File: src/hdl/sbck_pkg.sv
// sbck_pkg: shared types and constants for the sprite blit with color key
// field widths, register indexes, reset values of the configuration registers
// no dependencies
package sbck_pkg;

    localparam int MaxSpriteSide = 1024;
    localparam int BytesPerPixel = 4;

    localparam int PixelW   = 32;
    localparam int CoordW   = 14;
    localparam int OffsetW  = 28;
    localparam int BgIndexW = 26;

    localparam int PitchW   = 15;
    localparam int SideCfgW = 11;
    localparam int CenterW  = 12;
    localparam int BgWidthW = 13;
    localparam int CfgIdxW  = 3;
    localparam int CfgDataW = 15;

    localparam int InDataW  = 64;
    localparam int OutDataW = 120;

    localparam logic [PitchW-1:0]   PitchReset   = PitchW'(4096);
    localparam logic [SideCfgW-1:0] SideReset    = SideCfgW'(1);
    localparam logic [BgWidthW-1:0] BgWidthReset = BgWidthW'(1024);

    typedef enum logic [CfgIdxW-1:0] {
        CFG_LINE_PITCH    = 3'd0,
        CFG_SPRITE_WIDTH  = 3'd1,
        CFG_SPRITE_HEIGHT = 3'd2,
        CFG_CENTER_X      = 3'd3,
        CFG_CENTER_Y      = 3'd4,
        CFG_ERASE_MODE    = 3'd5,
        CFG_BG_WIDTH      = 3'd6
    } cfg_index_t;

endpackage

File: src/hdl/sprite_blit_color_key.sv
// sprite_blit_color_key: two-stage register pipeline, one pixel per cycle unless
// m_axis_tready stalls the output; an input beat passes the input stage, then the
// output stage (position counters feed the input stage, row multipliers the output stage)
// rst_n clears the pipeline valids and the counters asynchronously and loads
// the configuration registers with their reset values
// depends on sbck_pkg
module sprite_blit_color_key
    import sbck_pkg::*;
#(
    parameter int MaxSide = MaxSpriteSide
)
(
    input  logic                clk,
    input  logic                rst_n,
    input  logic                cfg_valid,
    output logic                cfg_ready,
    input  logic [CfgIdxW-1:0]  cfg_index,
    input  logic [CfgDataW-1:0] cfg_data,
    input  logic                s_axis_tvalid,
    output logic                s_axis_tready,
    input  logic [InDataW-1:0]  s_axis_tdata,   // sprite_pixel, background_pixel
    output logic                m_axis_tvalid,
    input  logic                m_axis_tready,
    output logic [OutDataW-1:0] m_axis_tdata,   // write_offset, write_data, pixel_x,
                                                // pixel_y, background_index, zero pad
    output logic                m_axis_tuser,   // write_enable
    output logic                m_axis_tlast
);

    localparam int CW = (MaxSide > 1) ? $clog2(MaxSide) : 1;
    localparam int SW = CW + 1;

    logic [PitchW-1:0]   pitch_reg;
    logic [SideCfgW-1:0] width_reg;
    logic [SideCfgW-1:0] height_reg;
    logic [CenterW-1:0]  cx_reg;
    logic [CenterW-1:0]  cy_reg;
    logic                erase_reg;
    logic [BgWidthW-1:0] bgw_reg;

    logic [CW-1:0] col_reg;
    logic [CW-1:0] row_reg;

    logic                     s1_valid_reg;
    logic [PixelW-1:0]        s1_data_reg;
    logic                     s1_we_reg;
    logic                     s1_last_reg;
    logic signed [CoordW-1:0] s1_x_reg;
    logic signed [CoordW-1:0] s1_y_reg;

    logic                       m_valid_reg;
    logic [OffsetW-1:0]         m_off_reg;
    logic [PixelW-1:0]          m_data_reg;
    logic                       m_we_reg;
    logic                       m_last_reg;
    logic [CoordW-1:0]          m_x_reg;
    logic [CoordW-1:0]          m_y_reg;
    logic [BgIndexW-1:0]        m_bg_reg;

    logic [SW-1:0] w_clamp;
    logic [SW-1:0] h_clamp;
    logic          end_col;
    logic          end_row;
    logic          in_fire;
    logic          s1_adv;
    logic [PixelW-1:0] spr_pix;
    logic [PixelW-1:0] bck_pix;
    logic signed [CoordW-1:0] x_cur;
    logic signed [CoordW-1:0] y_cur;
    logic signed [OffsetW-1:0] off_full;
    logic signed [BgIndexW-1:0] bg_full;

    function automatic logic [SW-1:0] side_clamp(input logic [SideCfgW-1:0] v);
        logic [SW-1:0] r;
        if (v == '0)
        begin
            r = SW'(1);
        end
        else if (13'(v) > 13'(MaxSide))
        begin
            r = SW'(MaxSide);
        end
        else
        begin
            r = SW'(v);
        end
        return r;
    endfunction

    assign cfg_ready = 1'b1;

    assign spr_pix = s_axis_tdata[PixelW-1:0];
    assign bck_pix = s_axis_tdata[2*PixelW-1:PixelW];

    assign w_clamp = side_clamp(width_reg);
    assign h_clamp = side_clamp(height_reg);
    assign end_col = {1'b0, col_reg} >= (w_clamp - SW'(1));
    assign end_row = {1'b0, row_reg} >= (h_clamp - SW'(1));

    assign x_cur = $signed(CoordW'(cx_reg) - CoordW'(w_clamp >> 1) + CoordW'(col_reg));
    assign y_cur = $signed(CoordW'(cy_reg) - CoordW'(h_clamp >> 1) + CoordW'(row_reg));

    assign s1_adv        = s1_valid_reg && (!m_valid_reg || m_axis_tready);
    assign s_axis_tready = !s1_valid_reg || s1_adv;
    assign in_fire       = s_axis_tvalid && s_axis_tready;

    assign off_full = s1_y_reg * $signed({1'b0, pitch_reg})
                    + s1_x_reg * $signed(OffsetW'(BytesPerPixel));
    assign bg_full  = s1_y_reg * $signed({1'b0, bgw_reg}) + s1_x_reg;

    // configuration registers
    always_ff @(posedge clk or negedge rst_n)
    begin
        if (!rst_n)
        begin
            pitch_reg  <= PitchReset;
            width_reg  <= SideReset;
            height_reg <= SideReset;
            cx_reg     <= '0;
            cy_reg     <= '0;
            erase_reg  <= 1'b0;
            bgw_reg    <= BgWidthReset;
        end
        else if (cfg_valid && cfg_ready)
        begin
            unique case (cfg_index)
                CFG_LINE_PITCH:    pitch_reg  <= cfg_data[PitchW-1:0];
                CFG_SPRITE_WIDTH:  width_reg  <= cfg_data[SideCfgW-1:0];
                CFG_SPRITE_HEIGHT: height_reg <= cfg_data[SideCfgW-1:0];
                CFG_CENTER_X:      cx_reg     <= cfg_data[CenterW-1:0];
                CFG_CENTER_Y:      cy_reg     <= cfg_data[CenterW-1:0];
                CFG_ERASE_MODE:    erase_reg  <= cfg_data[0];
                CFG_BG_WIDTH:      bgw_reg    <= cfg_data[BgWidthW-1:0];
                default:           ;
            endcase
        end
    end

    // raster position counters
    always_ff @(posedge clk or negedge rst_n)
    begin
        if (!rst_n)
        begin
            col_reg <= '0;
            row_reg <= '0;
        end
        else if (in_fire)
        begin
            if (end_col)
            begin
                col_reg <= '0;
                row_reg <= end_row ? '0 : row_reg + CW'(1);
            end
            else
            begin
                col_reg <= col_reg + CW'(1);
            end
        end
    end

    // input stage
    always_ff @(posedge clk or negedge rst_n)
    begin
        if (!rst_n)
        begin
            s1_valid_reg <= 1'b0;
        end
        else if (s_axis_tready)
        begin
            s1_valid_reg <= s_axis_tvalid;
        end
    end

    always_ff @(posedge clk)
    begin
        if (in_fire)
        begin
            s1_data_reg <= erase_reg ? bck_pix : spr_pix;
            s1_we_reg   <= spr_pix != '0;
            s1_last_reg <= end_col && end_row;
            s1_x_reg    <= x_cur;
            s1_y_reg    <= y_cur;
        end
    end

    // output stage
    always_ff @(posedge clk or negedge rst_n)
    begin
        if (!rst_n)
        begin
            m_valid_reg <= 1'b0;
        end
        else if (!m_valid_reg || m_axis_tready)
        begin
            m_valid_reg <= s1_valid_reg;
        end
    end

    always_ff @(posedge clk)
    begin
        if (s1_adv)
        begin
            m_off_reg  <= off_full;
            m_data_reg <= s1_data_reg;
            m_we_reg   <= s1_we_reg;
            m_last_reg <= s1_last_reg;
            m_x_reg    <= s1_x_reg;
            m_y_reg    <= s1_y_reg;
            m_bg_reg   <= bg_full;
        end
    end

    assign m_axis_tvalid = m_valid_reg;
    assign m_axis_tuser  = m_we_reg;
    assign m_axis_tlast  = m_last_reg;
    assign m_axis_tdata  = {
        (OutDataW-OffsetW-PixelW-2*CoordW-BgIndexW)'(0),
        m_bg_reg, m_y_reg, m_x_reg, m_data_reg, m_off_reg
    };

`ifndef SYNTHESIS
    a_stall_blocks_input: assert property (@(posedge clk) disable iff (!rst_n)
        (s1_valid_reg && m_valid_reg && !m_axis_tready) |-> !s_axis_tready)
        else $error("input accepted while both stages are full and stalled");

    a_col_wrap: assert property (@(posedge clk) disable iff (!rst_n)
        (in_fire && end_col) |=> (col_reg == '0))
        else $error("column counter did not wrap at end of row");

    a_col_step: assert property (@(posedge clk) disable iff (!rst_n)
        (in_fire && !end_col) |=> (col_reg == $past(col_reg) + CW'(1)))
        else $error("column counter did not advance");

    a_row_hold: assert property (@(posedge clk) disable iff (!rst_n)
        !in_fire |=> $stable(row_reg))
        else $error("row counter moved without an input beat");

    a_out_from_stage: assert property (@(posedge clk) disable iff (!rst_n)
        (!m_valid_reg && !s1_valid_reg) |=> !m_valid_reg)
        else $error("output beat appeared with empty pipeline");
`endif

endmodule
File: config.mk
export PLATFORM = sky130hd
export DESIGN_NAME = sprite_blit_color_key
export DESIGN_NICKNAME = d
export VERILOG_FILES = /design/src/hdl/sbck_pkg.sv /design/src/hdl/sprite_blit_color_key.sv
export SDC_FILE = /design/constraint.sdc
export NUM_CORES = 1
export LEC_CHECK = 0
export BUFFER_PORTS_ARGS = -buffer_cell sky130_fd_sc_hd__buf_2
export CORE_MARGIN = 2
export CORE_UTILIZATION = 55
export DETAILED_ROUTE_END_ITERATION = 6
export PLACE_DENSITY = 0.74
export SLEW_MARGIN = 15
export SYNTH_ARGS = -nofsm -noshare
export SYNTH_HDL_FRONTEND = slang
export SYNTH_SLANG_ARGS = --single-unit
export TNS_END_PERCENT = 5
File: constraint.sdc
create_clock -name clk -period 11.2 [get_ports clk]
set_input_delay 1.68 -clock clk [delete_from_list [all_inputs] [get_ports clk]]
set_output_delay 1.68 -clock clk [all_outputs]
set_load 0.005 [all_outputs]
* Word-level counts from Yosys, hierarchy flattened
Index checks and enable logic that the tools add are counted.
** Storage, ports and cells
- Bits in registers :: 275
** Cells by class
- Muxes and demuxes :: 7
- Equal/unequal tests :: 6
- Add/subtract/negate cells :: 10
- Reduce and logical (&&, ||, !) cells :: 19
- $lt $le $gt $ge :: 4
- Multipliers :: 2
** Operator list (count)
- two-way mux 11 bit :: 4
- two-way mux 32 bit :: 1
- nonzero test 32 bit :: 1
- adder 13 x 11 -> 14 bit :: 2
- adder 28 x 16 -> 28 bit :: 1
- multiplier 14 x 16 -> 28 bit :: 1
- adder 26 x 14 -> 26 bit :: 1
- multiplier 14 x 14 -> 26 bit :: 1
- subtractor 12 x 10 -> 13 bit :: 2
- greater-or-equal comparator 10 x 11 -> 1 bit :: 2
- greater-than comparator 11 bit (second input constant) :: 2
- logical NOT 11 bit :: 2
- subtractor 11 x 1 -> 11 bit (second input constant) :: 2
- adder 10 x 1 -> 10 bit (second input constant) :: 2
- two-way mux 10 bit :: 2
- AND reduction 2 bit :: 8
- equality test 3 bit (second input constant) :: 3
- equality test 3 x 2 -> 1 bit (second input constant) :: 2
- equality test 3 x 1 -> 1 bit (second input constant) :: 1
- logical AND 1 bit :: 3
- logical NOT 3 bit :: 1
- logical NOT 1 bit :: 2
- logical OR 1 bit :: 2

* Depth between registers and ports, before layout
- Word-level depth :: 6
- Depth in mapped cells :: 24
- Gate-level depth less buffers :: 22

* Worst setup path before layout
No wires, ideal clock.
- Kind :: register to register
- Start point :: register s1_y_reg[5]
- End point :: register m_off_reg[27] (data pin)
- Buffers on the path :: 2
- Data required time :: 10.940 ns
- Stages on the path, launching flop included :: 22
- Setup slack :: 4.964 ns
- Library setup time :: 0.260 ns
- Period minus slack after synthesis :: 6.236 ns
- Data arrival time :: 5.976 ns
- Cells stage by stage :: edfxtp_1 -> clkbuf_1 -> clkbuf_1 -> nand2_1 -> fa_1 -> fa_1 -> inv_1 -> fa_1 -> fa_1 -> fa_1 -> inv_1 -> fa_1 -> inv_1 -> ha_1 -> nand3_1 -> or2_2 -> or3_1 -> a31oi_1 -> a211oi_1 -> o41ai_1 -> a21oi_1 -> xnor2_1
** On the way
- Cells in the longest elaborated chain, start to end :: 2
** Ends and longest elaborated chain
- start: declaration :: RTL line sprite_blit_color_key.sv:49 : logic signed [CoordW-1:0] s1_y_reg;
- start signal: assignment :: RTL line sprite_blit_color_key.sv:182 : s1_y_reg <= y_cur;
- multiplier 14 x 16 -> 28 bit :: RTL line sprite_blit_color_key.sv:107 : assign off_full = s1_y_reg * $signed({1'b0, pitch_reg})
- adder 28 x 16 -> 28 bit :: RTL line sprite_blit_color_key.sv:108 : + s1_x_reg * $signed(OffsetW'(BytesPerPixel));
- via off_full[27] :: RTL line sprite_blit_color_key.sv:70 : logic signed [OffsetW-1:0] off_full;
- end signal: assignment :: RTL line sprite_blit_color_key.sv:203 : m_off_reg <= off_full;
- end: declaration :: RTL line sprite_blit_color_key.sv:52 : logic [OffsetW-1:0] m_off_reg;
The timed path passes the listed nets, and every way through them passes these cells.
A chain may end at the register's enable or synchronous reset.

* Worst setup path after layout
- Start point :: register s1_y_reg[7]
- End point :: register m_bg_reg[25] (data pin)
** On the way
- Cells in the longest elaborated chain, start to end :: 2
** Ends and longest elaborated chain
- multiplier 14 x 14 -> 26 bit :: RTL line sprite_blit_color_key.sv:109 : assign bg_full = s1_y_reg * $signed({1'b0, bgw_reg}) + s1_x_reg;
- adder 26 x 14 -> 26 bit :: RTL line sprite_blit_color_key.sv:109
- via bg_full[25] :: RTL line sprite_blit_color_key.sv:71 : logic signed [BgIndexW-1:0] bg_full;
- end signal: assignment :: RTL line sprite_blit_color_key.sv:209 : m_bg_reg <= bg_full;
- end: declaration :: RTL line sprite_blit_color_key.sv:58 : logic [BgIndexW-1:0] m_bg_reg;
The timed path passes the listed nets, and every way through them passes these cells.

==> flow_metrics.py <==
metrics = {
    "finish": {
        "seqCellArea_sq_mm": 0.00778,
        "n_antenna_cell": 0,
        "fillCellCount": 3977,
        "multi_input_area_sq_mm": 0.0174,
        "finalInstanceArea_sq_mm": 0.0299,
        "final_cell_mix": "inv_1, fa_1, nand2_1, ha_1, and2_1",
        "drive_gt1_frac": 0.148,
        "finalNetCount": 3368,
        "final_core_util": 0.612,
        "syn_to_final_growth_pct": 10.1,
        "layout_commonest_cell": "inv_1",
    },
    "global_routing": {
        "grt-ovfl-total": 0,
        "antenna_found_initial": 1,
        "grt_max_degree": 63,
        "grt_pass1_vias": 19913,
        "track_usage": 0.272,
        "grt_pass1_wl_microns": 108000,
    },
    "timing": {
        "period_share": 0.668,
        "slew_viol_final": 0,
        "fin_worst_skew_ns": 0.0283,
        "fin_ws_ns": 3.72,
        "finalCriticalPeriod_ns": 7.48,
        "fin_tns_setup_ns": 0,
        "hold_violations": 0,
        "rsz0062_at_grt": "false",
        "worstMarginPinSlew_ns": 1.16,
        "fmaxAchievable_ghz": 0.134,
        "maxSlewHeadroom": 0.226,
        "setup_violations": 0,
    },
    "place": {
        "place_ws_ns": 3.78,
        "post-dp-hpwl_microns": 50500,
        "place.gp.congestion": 0.906,
        "placed_area_sq_mm": 0.0288,
        "portBuffers": 204,
    },
    "logic_synthesis": {
        "synth_edf_count": 178,
        "synth_flop_cell": "edfxtp_1",
        "synthArstFlopShare": 0.353,
        "syn_area_per_cell_sq_um": 10.8,
        "yosysUniqueCellTypes": 75,
        "ys_warn_count": 0,
        "netlist_instances": 2524,
        "syn_area_sq_mm": 0.0272,
        "ys_seq_area_frac": 0.286,
        "yosys_register_bits": 275,
    },
    "min_path": {
        "hp-class": "flop to flop",
    },
    "critical_path": {
        "worst-path-max-fanout": 29,
        "crit_top_cell": "fa_1",
        "required_ns": 11.48,
        "cpMaxStageDelayCell": "edfxtp_1",
        "cp-end-kind": "flop",
        "r2r_setup_slack_ns": 3.72,
        "cp_cell_sequence": "nand2_1, fa_1, fa_1, inv_1, fa_1, inv_1, fa_1, fa_1, fa_1, inv_1, ha_1, a211o_1, a311oi_1, o22ai_1, o41ai_1, o2111ai_1, a21oi_1, xnor2_1",
        "crit_arrival_ns": 7.76,
        "critical_path_class": "flop to flop",
        "critPathMaxStageDelay_ns": 1.12,
        "critPathLaunchType": "flop",
    },
    "die": {
        "die_area_sq_mm": 0.0512,
        "coreArea_sq_mm": 0.0488,
        "rows": 81,
        "start_util": 0.556,
        "io_pins": 212,
        "die_height_microns": 226,
        "die_x_microns": 226,
    },
    "routing": {
        "vias_per_cell": 5.50,
        "dr.pass1.iters": 7,
        "drt_iter0_drc": 1378,
        "wirelength_microns": 65900,
        "vias": 18611,
        "wl_per_cell_microns": 19.5,
        "ant_nets": 0,
        "drc": 0,
    },
    "outcome": {
        "outcome": "finished, final reports clean",
    },
    "clocking": {
        "post_cts_buffers": 0,
        "ctsLongestPathBuffers": 3,
        "cts_tree": "done",
        "cts_resized": 0,
        "insertion_delay_ns": 0.56,
        "hold_buffers": 0,
        "clk_pin_slew_ns": 0.06,
        "cts_num_sinks": 275,
        "htree_levels": 2,
        "cts-root-buf": "clkbuf_16",
        "cts_buffers": 34,
    },
    "job": {
        "cap_violations": 0,
    },
}
## logic make-up after synthesis
kind of cell,after synthesis,synth area share
simple gates,672,0.127
fa+ha+maj,588,0.372
other cells,2,0.000276
compound gates,231,0.0578
xor+xnor,113,0.0364
mux,106,0.0439
flops,275,0.286
buf+inv,537,0.0758
## cells in the mapped netlist (all sizes together) (4+ instances only)
cell type | count | area share
nor3b | 6 | 0.0017
a21o | 27 | 0.0075
a211o | 4 | 0.0013
inv | 445 | 0.061
a31oi | 6 | 0.0014
xnor2 | 81 | 0.026
mux2 | 105 | 0.044
o22ai | 4 | 0.00092
a211oi | 13 | 0.0036
nor3 | 31 | 0.0057
or4 | 5 | 0.0016
o211ai | 6 | 0.0017
o21bai | 12 | 0.0033
buf | 14 | 0.0035
and2 | 220 | 0.051
nor4 | 14 | 0.0032
nand4 | 9 | 0.0021
nand2 | 220 | 0.030
a21oi | 59 | 0.011
nor2 | 80 | 0.011
clkbuf | 77 | 0.011
nand3 | 19 | 0.0037
o31ai | 5 | 0.0014
o21ai | 37 | 0.0068
dfrtp | 93 | 0.086
and3 | 5 | 0.0012
dfstp | 4 | 0.0039
fa | 368 | 0.27
or2 | 4 | 0.00092
nand4b | 5 | 0.0016
a21boi | 6 | 0.0017
edfxtp | 178 | 0.20
nand2b | 20 | 0.0046
a2111oi | 8 | 0.0031
nor2b | 15 | 0.0035
xor2 | 32 | 0.010
ha | 220 | 0.10
or3 | 11 | 0.0025
o21a | 12 | 0.0033
o41ai | 5 | 0.0016
## area by class of cell
| class | instances | area share |
|---|---|---|
| multi-input cells | 1717 | 0.580 |
| flip-flops and latches | 275 | 0.260 |
| well taps | 664 | 0.0278 |
| clock inverters | 18 | 0.00761 |
| repair buffers | 219 | 0.0380 |
| inverters | 446 | 0.0560 |
| clock buffers | 42 | 0.0304 |
## final timing paths
| path | start | to | depth (start not counted) |
|---|---|---|---|
| setup / recovery | s1_y_reg[7] | m_bg_reg[25] | 18 |
| hold / removal | s1_data_reg[6] | m_data_reg[6] | 0 |
| setup reg to reg | s1_y_reg[7] | m_bg_reg[25] | 18 |
| max in group asynchronous | rst_n | erase_reg | 2 |
| min in group asynchronous | rst_n | s1_valid_reg | 1 |
| hold reg to reg | s1_data_reg[6] | m_data_reg[6] | 0 |
## per-layer routing
layer | track usage | up-vias | wire (microns)
li1 | - | 8453 | -
met3 | 0.0520 | 148 | 4420
met5 | 0 | - | 0
met4 | 0.0906 | 0 | 2140
met2 | 0.451 | 617 | 31700
met1 | 0.361 | 9393 | 27700
## per-stage QoR
| step | instances | hold WS (ns) |
|---|---|---|
| after floorplan | 2529 | 0.400 |
| after global placement | 3321 | 0.402 |
| after detailed placement | 3321 | 0.405 |
| after CTS | 3381 | 0.415 |
| after global routing | 3381 | 0.421 |
| final | 3381 | 0.413 |
## worst max-delay path, delay by kind of cell, from the launching register on
kind,cells,cell delay (ns)
fa+ha+maj,7,3.25
xor+xnor,1,0.09
simple gates,1,0.19
buf+inv,3,0.17
compound gates,6,2.40
flops,1,1.12
Power is not shown: default switching activity piles up to over one toggle a cycle in this logic, so the estimate is an artifact.
